[config.mk]
export PLATFORM = sky130hd
export DESIGN_NAME = ftng_ctrl
export DESIGN_NICKNAME = d
export VERILOG_FILES = /design/src/ftng_pkg.sv /design/src/ftng_ctrl.sv
export SDC_FILE = /design/constraint.sdc
export NUM_CORES = 1
export LEC_CHECK = 0
export ABC_AREA = 1
export ABC_CLOCK_PERIOD_IN_PS = 2700
export BUFFER_PORTS_ARGS = -buffer_cell sky130_fd_sc_hd__buf_2
export CORE_UTILIZATION = 50
export DETAILED_ROUTE_END_ITERATION = 6
export MAX_ROUTING_LAYER = met4
export PLACE_DENSITY = 0.74
export RECOVER_POWER = 25
export SKIP_CTS_REPAIR_TIMING = 1
export SLEW_MARGIN = 0
export SYNTH_ARGS = -nofsm -noshare
export SYNTH_HDL_FRONTEND = slang
export SYNTH_SLANG_ARGS = --single-unit
[constraint.sdc]
create_clock -name clk -period 2.7 [get_ports clk]
set_clock_uncertainty 0.05 [all_clocks]
set_input_delay 0 -clock clk [delete_from_list [all_inputs] [get_ports clk]]
set_output_delay 0 -clock clk [all_outputs]
set_load 0.05 [all_outputs]
[src/ftng_pkg.sv]
`timescale 1ns / 1ps
// ----------------------------------------------------------------------------
// ftng_pkg
// shared types and constants of the flat triangle normal generator
// ----------------------------------------------------------------------------
package ftng_pkg;

  localparam int POS_W     = 32;
  localparam int NRM_W     = 16;
  localparam int NFRAC     = 14;
  localparam int CNT_W     = 6;
  localparam int MUL_STEPS = 6;
  localparam int SQ_STEPS  = 3;
  localparam int SQRT_ITER = 32;
  localparam int Q_W       = 17;
  localparam int DIV_LAST  = Q_W + 1;

  localparam logic signed [NRM_W-1:0] NORM_LIM = NRM_W'(1 << NFRAC);

  localparam logic CFG_FLIP = 1'b0;
  localparam logic CFG_CALC = 1'b1;

  typedef enum logic [11:0] {
    S_IDLE   = 12'b0000_0000_0001,
    S_LOAD_A = 12'b0000_0000_0010,
    S_NORM_A = 12'b0000_0000_0100,
    S_LOAD_B = 12'b0000_0000_1000,
    S_NORM_B = 12'b0000_0001_0000,
    S_MUL    = 12'b0000_0010_0000,
    S_CHK    = 12'b0000_0100_0000,
    S_NORM_C = 12'b0000_1000_0000,
    S_SQ     = 12'b0001_0000_0000,
    S_SQRT   = 12'b0010_0000_0000,
    S_DIV    = 12'b0100_0000_0000,
    S_EMIT   = 12'b1000_0000_0000
  } state_t;

  typedef struct packed {
    logic             accept;
    logic             load_a;
    logic             load_b;
    logic             save_a;
    logic             save_b;
    logic             norm_step;
    logic             mul;
    logic             load_c;
    logic             set_degen;
    logic             sq;
    logic             sqrt;
    logic             div;
    logic [CNT_W-1:0] cnt;
    logic [1:0]       comp;
  } cmd_t;

  typedef struct packed {
    logic third;
    logic calc;
    logic norm_done;
    logic c_zero;
  } status_t;

endpackage

[src/ftng_ctrl.sv]
`timescale 1ns / 1ps
// ----------------------------------------------------------------------------
// ftng_ctrl
// sequencer: vertex collection, face normal steps and corner emission
// ----------------------------------------------------------------------------
module ftng_ctrl (
  input  logic             clk,
  input  logic             rst_n,
  input  logic             in_tvalid,
  output logic             in_tready,
  output logic             out_tvalid,
  input  logic             out_tready,
  input  ftng_pkg::status_t sts,
  output ftng_pkg::cmd_t   cmd
);
  import ftng_pkg::*;

  state_t           state_r, state_nxt;
  logic [CNT_W-1:0] cnt_r, cnt_nxt;
  logic [1:0]       comp_r, comp_nxt;

  assign in_tready  = (state_r == S_IDLE);
  assign out_tvalid = (state_r == S_EMIT);

  always_comb begin
    state_nxt = state_r;
    cnt_nxt   = cnt_r;
    comp_nxt  = comp_r;
    cmd       = '0;
    cmd.cnt   = cnt_r;
    cmd.comp  = comp_r;
    case (state_r)
      S_IDLE: begin
        if (in_tvalid) begin
          cmd.accept = 1'b1;
          comp_nxt   = 2'd0;
          cnt_nxt    = '0;
          if (sts.third) begin
            state_nxt = sts.calc ? S_LOAD_A : S_EMIT;
          end
        end
      end
      S_LOAD_A: begin
        cmd.load_a = 1'b1;
        state_nxt  = S_NORM_A;
      end
      S_NORM_A: begin
        if (sts.norm_done) begin
          cmd.save_a = 1'b1;
          state_nxt  = S_LOAD_B;
        end else begin
          cmd.norm_step = 1'b1;
        end
      end
      S_LOAD_B: begin
        cmd.load_b = 1'b1;
        state_nxt  = S_NORM_B;
      end
      S_NORM_B: begin
        if (sts.norm_done) begin
          cmd.save_b = 1'b1;
          cnt_nxt    = '0;
          state_nxt  = S_MUL;
        end else begin
          cmd.norm_step = 1'b1;
        end
      end
      S_MUL: begin
        cmd.mul = 1'b1;
        cnt_nxt = cnt_r + 1'b1;
        if (cnt_r == CNT_W'(MUL_STEPS)) begin
          state_nxt = S_CHK;
        end
      end
      S_CHK: begin
        if (sts.c_zero) begin
          cmd.set_degen = 1'b1;
          comp_nxt      = 2'd0;
          state_nxt     = S_EMIT;
        end else begin
          cmd.load_c = 1'b1;
          state_nxt  = S_NORM_C;
        end
      end
      S_NORM_C: begin
        if (sts.norm_done) begin
          cnt_nxt   = '0;
          state_nxt = S_SQ;
        end else begin
          cmd.norm_step = 1'b1;
        end
      end
      S_SQ: begin
        cmd.sq  = 1'b1;
        cnt_nxt = cnt_r + 1'b1;
        if (cnt_r == CNT_W'(SQ_STEPS)) begin
          cnt_nxt   = '0;
          state_nxt = S_SQRT;
        end
      end
      S_SQRT: begin
        cmd.sqrt = 1'b1;
        cnt_nxt  = cnt_r + 1'b1;
        if (cnt_r == CNT_W'(SQRT_ITER)) begin
          cnt_nxt   = '0;
          comp_nxt  = 2'd0;
          state_nxt = S_DIV;
        end
      end
      S_DIV: begin
        cmd.div = 1'b1;
        cnt_nxt = cnt_r + 1'b1;
        if (cnt_r == CNT_W'(DIV_LAST)) begin
          cnt_nxt = '0;
          if (comp_r == 2'd2) begin
            comp_nxt  = 2'd0;
            state_nxt = S_EMIT;
          end else begin
            comp_nxt = comp_r + 1'b1;
          end
        end
      end
      S_EMIT: begin
        if (out_tready) begin
          if (comp_r == 2'd2) begin
            comp_nxt  = 2'd0;
            state_nxt = S_IDLE;
          end else begin
            comp_nxt = comp_r + 1'b1;
          end
        end
      end
      default: begin
        state_nxt = S_IDLE;
      end
    endcase
  end

  always_ff @(posedge clk) begin
    if (!rst_n) begin
      state_r <= S_IDLE;
      cnt_r   <= '0;
      comp_r  <= 2'd0;
    end else begin
      state_r <= state_nxt;
      cnt_r   <= cnt_nxt;
      comp_r  <= comp_nxt;
    end
  end

`ifndef NO_ASSERTIONS
  a_no_overlap: assert property (@(posedge clk) disable iff (!rst_n)
    !(in_tready && out_tvalid))
    else $error("input and output open together");
  a_emit_hold: assert property (@(posedge clk) disable iff (!rst_n)
    (out_tvalid && !out_tready) |=> (out_tvalid && $stable(comp_r)))
    else $error("stalled word moved");
  a_sqrt_bound: assert property (@(posedge clk) disable iff (!rst_n)
    (state_r == S_SQRT) |-> (cnt_r <= CNT_W'(SQRT_ITER)))
    else $error("root counter overran");
  a_div_comp: assert property (@(posedge clk) disable iff (!rst_n)
    (state_r == S_DIV) |-> (comp_r != 2'd3))
    else $error("bad divide component");
`endif

endmodule

==> results of run 1 <==
==> critical path, stage by stage (launching register included) <==
cell and delay, ps:
dfxtp_1 370, inv_1 120, ha_1 190, nand3_1 140, nand3_1 150, nand2_1 100
nor2_2 150, nand3_4 220, o21bai_1 260, nor2_1 70
==> cell families (layout without fill, tap and decap cells) <==
kind of cell    after synthesis  after routing  synth area share
buf+inv                      46             77             0.117
fa+ha+maj                     3              3            0.0234
xor+xnor                      3              3            0.0164
flops                        20             20             0.249
compound gates               23             23            0.0810
simple gates                172            172             0.513
==> path summary, 6_finish.rpt <==
check / startpoint / to / slack, ps / cells past startpoint
worst max-delay path: cnt_r[0] / state_r[7] / 780 / 9
worst min-delay path: sts[0] / state_r[11] / 120 / 5
worst max register to register: cnt_r[0] / state_r[7] / 780 / 9
worst min register to register: state_r[0] / state_r[0] / 460 / 2
==> cell type report <==
| class | count | area (µm²) | area share |
|---|---|---|---|
| Tap cell | 44 | 55.1 | 0.0302 |
| Clock buffer | 4 | 36.3 | 0.0199 |
| Sequential cell | 20 | 400 | 0.220 |
| Multi-Input combinational cell | 201 | 1020 | 0.559 |
| Inverter | 42 | 158 | 0.0865 |
| Timing Repair Buffer | 31 | 154 | 0.0845 |
==> sequential cells by signal, indices dropped and copies added (netlist names) <==
register	count
state_r	12
comp_r	2
cnt_r	6
==> layer usage <==
layer	up-vias	global-route usage	share of wire
li1	907	-	-
met1	759	0.342	0.48
met2	51	0.401	0.46
met3	6	0.0198	0.050
met4	0	0.0884	0.013
met5	-	-	0
==> metrics by stage <==
stage | setup slack (ps) | instance area (µm²)
floorplan | 610 | 1610
global placement | 845 | 1780
detailed placement | 822 | 1780
CTS | 800 | 1810
global route | 601 | 1820
finish | 784 | 1820
==> cells in the mapped netlist, drive strengths merged <==
master	instances
nand2	67
nor2	61
inv	42
nand3	28
dfxtp	20
a21oi	13
nand4	8
o21ai	6
nor3	5
ha	3
xor2	3
buf	2
clkbuf	2
nand3b	2
o211ai	2
and3	1
o21bai	1
o221ai	1
==> where the power goes <==
part           switching (mW)  internal [mW]  total [mW]
registers              0.0392          0.341       0.380
clock network           0.106         0.0825       0.188
logic                   0.682          0.267       0.949
total                   0.827          0.690        1.52
==> results.toml, run 1 <==
[placement]
gp_congestion = 0.952
dp_hpwl_mm = 3.11
port_buffers = 29
dp.cells = 336

[clock_tree]
cts_tree = "built"
cts.clk_slew.worst_paths_ps = 120
clk_latency_ps = 310
cts-root-buf = "clkbuf_4"
clock-sinks = 20
ctsLongestPathBuffers = 2
cts-htree-levels = 1
cts_buffers = 3

[timing]
min_period_over_period = 0.710
maxSlewHeadroom = 0.610
period_needed_ps = 1920
drv_slew = 0
worst_slew_pin_slew_ps = 587
final-setup-viol-count = 0
finalHoldViolCount = 0
rsz0062_at_grt = "no"
fmax_mhz = 522
fin_hold_ws_ps = 123
fin_setup_tns_ps = 0

[synthesis]
yosys_register_bits = 20
synth_top_area_frac = 0.249
syn-num-nets = 278
synth_cells = 267
ys_types = 28
yosysWarnings = 0
synth.area.top_cells = "dfxtp_1, nand2_1, nor2_1"
avgSynthCellArea_um2 = 6.02
synth_area_mm2 = 0.00161
seq_area_frac_synth = 0.249
yosys.area.top_type = "dfxtp_1"

[finish]
drive_gt1_frac = 0.191
final_common_cell = "nand2_1"
area_growth_pct = 13.4
layout_common_cells = "nand2_1, nor2_1, inv_1"
layoutNonFillerInstCount = 342
nets = 310
final_util = 0.597
nFillCells = 331
antenna_cells = 0

[worst_setup_path]
cp_max_fo = 19
crit_type = "flop to flop"
endpoint_kind = "flop"
cp_data_required_time_ps = 2870
cp.arrival_ps = 2090
worstSetupStartpointType = "flop"

[routing]
num_vias = 1723
viasPerCell = 5.04
first_pass_iters = 5
route.detailed.drc = 0
drtIter0Drc = 120
wl_per_cell_um = 11.4
routed_wl_mm = 3.88
ant_nets = 0

[run_status]
status = "finished clean"

[power]
ir_drop_v = 0.000663
powerDensity_mw_per_mm2 = 833
total_power_mw = 1.52
p_leak_nw = 0.950

[grt]
grt-ovfl-total = 0
grt_pass1_vias = 1463
grt_pass1_wl_mm = 6.47
antenna_found_initial = 0
grt_max_degree = 20
grt.total_usage = 0.254

[floorplanning]
rows = 20
dieArea_mm2 = 0.00344
io_pins = 30
fp.dieW_um = 58.7
die_h_um = 58.7
start_util = 0.526
core_region_area_mm2 = 0.00305

[hold_path]
hp-class = "input pin to flop"

[flow_run]
cap_violations = 0
(Power assumes the default switching activity.)
==> run 2, diff against run 1 <==
Settings changed: ABC_AREA 1 to 0, ABC_CLOCK_PERIOD_IN_PS 2700 to 1700, CORE_UTILIZATION 50 to 49, PLACE_DENSITY 0.74 to 0.76.
Clock period 2.7 ns to 1.7 ns, I/O delays scaled along.
==> results.toml, run 2 <==
[clock_tree]
cts_buffers = 3
cts_tree = "built"
clk_latency_ps = 310
cts-root-buf = "clkbuf_4"
ctsLongestPathBuffers = 2
cts.clk_slew.worst_paths_ps = 120
clock-sinks = 20
cts-htree-levels = 1

[finish]
largest_registers = "state_r: 12 flops, cnt_r: 6 flops, comp_r: 2 flops"
nFillCells = 86
final_area_mm2 = 0.00262
final_common_cell = "buf_4"
layout_common_cells = "buf_4, buf_6, nor2_1"
antenna_cells = 0
final_util = 0.942
nets = 299
regMostFlops = "state_r"
layoutNonFillerInstCount = 317
drive_gt1_frac = 0.573
area_growth_pct = 80.2
largest_reg_flops = 12

[synthesis]
synth_commonest_cells = "nor2_1, dfxtp_1, a21oi_1"
seq_area_frac_synth = 0.275
synth.area.top_cells = "dfxtp_1, nor2_1, a21oi_1"
yosysWarnings = 0
yosys.area.top_type = "dfxtp_1"
syn-num-nets = 200
avgSynthCellArea_um2 = 7.69
synth_area_mm2 = 0.00145
yosys_register_bits = 20
synth_top_area_frac = 0.275
synth-main-ff-cell = "dfxtp_1"
ys_types = 50
yosysMostFrequentCell = "nor2_1"
synth_cells = 189
async_reset_ff_frac = 0
synth_edf_count = 0

[floorplanning]
die_h_um = 56.5
start_util = 0.523
fp.dieW_um = 56.5
core_region_area_mm2 = 0.00278
rows = 19
dieArea_mm2 = 0.00319
io_pins = 30

[timing]
fin_setup_tns_ps = -15450
min_period_over_period = 1.40
worst_slew_pin_slew_ps = 613
finalHoldViolCount = 0
rsz0062_at_grt = "yes"
drv_slew = 0
final-setup-viol-count = 34
period_needed_ps = 2380
maxSlewHeadroom = 0.593
fmax_mhz = 420
fin_ws_ps = -680

[worst_setup_path]
ff2ff_path_depth = 9
cpMostUsedCell = "buf_4"
path_cells = "buf_4, nor4b_1, nand3_1, inv_2, a22o_1, buf_4, or4_4, mux2i_1, nor2_1"
critical-path-max-stage-delay_ps = 500
rrSetupSlack_ps = -680
worstSetupStartpointType = "flop"
endpoint_kind = "flop"
cp_num_cells = 9
path_delay_family = "simple AND/OR/NAND/NOR gates"
cp_data_required_time_ps = 1850
path_buf_inv = 3
crit_type = "flop to flop"
cp_max_fo = 5
cp.arrival_ps = 2530
critPathSlowestCell = "nor4b_1"

[placement]
port_buffers = 29
dp.cells = 292
dp_hpwl_mm = 3.97
post-place-ws_ps = -533
gp_congestion = 0.914
place_area_mm2 = 0.00209

[power]
switching_power_mw = 1.45
p_int_mw = 1.66
p_seq_frac = 0.177
powerDensity_mw_per_mm2 = 1190
p_comb_frac = 0.744
p_clk_frac = 0.079
p_sw_frac = 0.467
p_leak_nw = 1.16
ir_drop_v = 0.00185

[routing]
wl_per_cell_um = 25.5
route.detailed.drc = 0
wl_met2_mm = 3.66
m1WireLength_mm = 2.74
first_pass_iters = 5
ant_nets = 0
wl_met3_um = 947
highest_layer = "met4"
routed_wl_mm = 8.09
viasPerCell = 7.25
num_vias = 2298
drtIter0Drc = 306

[grt]
antenna_found_initial = 0
grt-ovfl-total = 0
grt_max_degree = 12
grt_pass1_vias = 1824
grt_pass1_wl_mm = 8.49
grt.total_usage = 0.350

[flow_run]
cap_violations = 0

[hold_path]
hold_path_depth = 4
hp-class = "input pin to flop"

[run_status]
status = "finished with violations"
violations = "setup timing"
[run 2: cell count changes in the layout (fill, tap and decap cells not counted), sizes merged, moves of 7 or more]
cell and change:
inv -35, nand3 -21, nand2b +7, clkbuf -7, or4 +7, nor2 -39
buf +78, nand2 -58
[run 2: area by class of cell]
cell class | count | area (µm²) | area share
Tap cell | 31 | 38.8 | 0.0148
Sequential cell | 20 | 428 | 0.163
Multi-Input combinational cell | 151 | 1230 | 0.471
Inverter | 8 | 36.3 | 0.0138
Timing Repair Buffer | 104 | 860 | 0.328
Clock buffer | 3 | 22.5 | 0.00860
[run 2: stage by stage]
stage | power (mW) | hold slack (ps)
after global placement | 1.94 | 217
after detailed placement | 2.01 | 199
after floorplan | 1.50 | 10.7
final | 3.11 | 92.2
after global routing | 3.18 | 76.4
after CTS | 2.24 | -114
[run 2: worst paths after layout]
kind,start,to
worst min-delay path,sts[3],state_r[0]
worst max-delay path,state_r[11],state_r[10]
worst max register to register,state_r[11],state_r[10]
worst min register to register,state_r[7],state_r[7]
[run 2: power by group through the flow]
stage | clock network, mW | registers (mW) | logic [mW]
3_3_place_gp | 0 | 0.542 | 1.40
4_1_cts | 0.236 | 0.537 | 1.47
2_1_floorplan | 0 | 0.540 | 0.960
5_1_grt | 0.260 | 0.551 | 2.37
6_report | 0.245 | 0.550 | 2.31
3_5_place_dp | 0 | 0.548 | 1.46
[run 2: tightest hold or removal path, stage by stage]
cell	delay, ps
buf_2	80
nand2_1	100
nand2_1	120
o311ai_1	110
[run 2: per-layer routing]
layer,global-route usage,vias to the layer above
met5,-,-
met3,0.0599,103
met4,0.167,0
met1,0.426,1029
met2,0.561,270
li1,-,896
[run 2: cells by family after synthesis]
group           after synthesis  synth area share
simple gates                 99             0.412
compound gates               41             0.185
flops                        20             0.275
buf+inv                      19            0.0585
xor+xnor                      6            0.0361
fa+ha+maj                     3            0.0258
mux                           1           0.00688
==> run 3, diff against run 2 <==
Settings changed: ABC_AREA 0 to 1, CORE_UTILIZATION 49 to 50, PLACE_DENSITY 0.76 to 0.77.
==> results.toml, run 3 (synthesis results as in run 1) <==
[run_status]
status = "finished with violations"
violations = "setup timing"

[worst_setup_path]
rrSetupSlack_ps = -120
worstSetupStartpointType = "flop"
cp_data_required_time_ps = 1860
cp_num_cells = 10
path_cells = "inv_2, nor2_1, nand3_2, nand3_2, nand2_2, nor2_4, nand3_4, buf_6, a21oi_2, nor2_1"
cp.arrival_ps = 1970
path_buf_inv = 2
endpoint_kind = "flop"
ff2ff_path_depth = 10
critical-path-max-stage-delay_ps = 420
critPathSlowestCell = "dfxtp_4"
path_delay_family = "simple AND/OR/NAND/NOR gates"
crit_type = "flop to flop"
cp_max_fo = 7

[placement]
dp.cells = 373
port_buffers = 29
dp_hpwl_mm = 3.38
gp_congestion = 0.908

[floorplanning]
die_h_um = 58.7
dieArea_mm2 = 0.00344
fp.dieW_um = 58.7
core_region_area_mm2 = 0.00305
start_util = 0.526
io_pins = 30
rows = 20

[timing]
min_period_over_period = 1.07
fin_setup_tns_ps = -676
rsz0062_at_grt = "yes"
final-setup-viol-count = 14
maxSlewHeadroom = 0.609
fin_ws_ps = -115
worst_slew_pin_slew_ps = 590
finalHoldViolCount = 0
fmax_mhz = 551
period_needed_ps = 1820
drv_slew = 0

[power]
ir_drop_v = 0.00108
powerDensity_mw_per_mm2 = 1300
p_leak_nw = 1.25
total_power_mw = 3.29

[routing]
ant_nets = 0
drtIter0Drc = 186
routed_wl_mm = 5.77
first_pass_iters = 5
route.detailed.drc = 0
num_vias = 2118
viasPerCell = 5.46
wl_per_cell_um = 14.9

[clock_tree]
ctsLongestPathBuffers = 2
cts-htree-levels = 1
cts_buffers = 3
cts-root-buf = "clkbuf_4"
clock-sinks = 20
clk_latency_ps = 310
cts.clk_slew.worst_paths_ps = 130
cts_tree = "built"

[finish]
final_util = 0.829
layoutNonFillerInstCount = 388
nets = 356
final_common_cell = "nand2_1"
antenna_cells = 0
layout_common_cells = "nand2_1, nor2_1, buf_4"
largest_registers = "state_r: 12 flops, cnt_r: 6 flops, comp_r: 2 flops"
regMostFlops = "state_r"
nFillCells = 184
drive_gt1_frac = 0.468
largest_reg_flops = 12
area_growth_pct = 57.6

[hold_path]
hold_path_depth = 6
hp-class = "input pin to flop"

[grt]
grt_pass1_vias = 1637
grt_max_degree = 18
grt-ovfl-total = 0
antenna_found_initial = 0
grt.total_usage = 0.275
grt_pass1_wl_mm = 7.09

[flow_run]
cap_violations = 0
==> run 3: where the power goes <==
part,leakage [nW],switching (mW),internal (mW)
combinational,1.07,1.49,0.914
clock,0.0150,0.167,0.0916
sequential,0.171,0.0749,0.552
total,1.25,1.74,1.56
==> run 3: layout make-up <==
type                            count  area [µm²]  share of cell area
Inverter                           42         171              0.0677
Multi-Input combinational cell    204        1260               0.497
Timing Repair Buffer               74         591               0.233
Clock buffer                        4        26.3              0.0104
Tap cell                           44        55.1              0.0217
Sequential cell                    20         430               0.170
==> run 3: routing by layer <==
layer	GRT usage	part of all wire
met1	0.366	0.40
met2	0.448	0.50
met3	0.0330	0.072
met4	0.0612	0.033
met5	-	0
==> run 3: worst min-delay path: stages <==
cell and delay (ps):
buf_2 70, inv_1 90, nand3_2 140, nand4_1 100
nand2_1 60, nor2_1 30
==> run 3: final timing paths <==
check	startpoint	end
max	cnt_r[4]	state_r[7]
min reg2reg	cnt_r[4]	cnt_r[4]
max reg2reg	cnt_r[4]	state_r[7]
min	sts[0]	comp_r[0]
==> run 3: per-stage QoR <==
stage / hold slack [ps] / setup WS [ps] / instance area [µm²]
detailed placement: 244 / -129 / 2090
global placement: 245 / -120 / 2090
finish: 160 / -115 / 2530
CTS: -81.1 / -231 / 2120
floorplan: 97.9 / 6.33 / 1640
global route: 168 / -189 / 2530
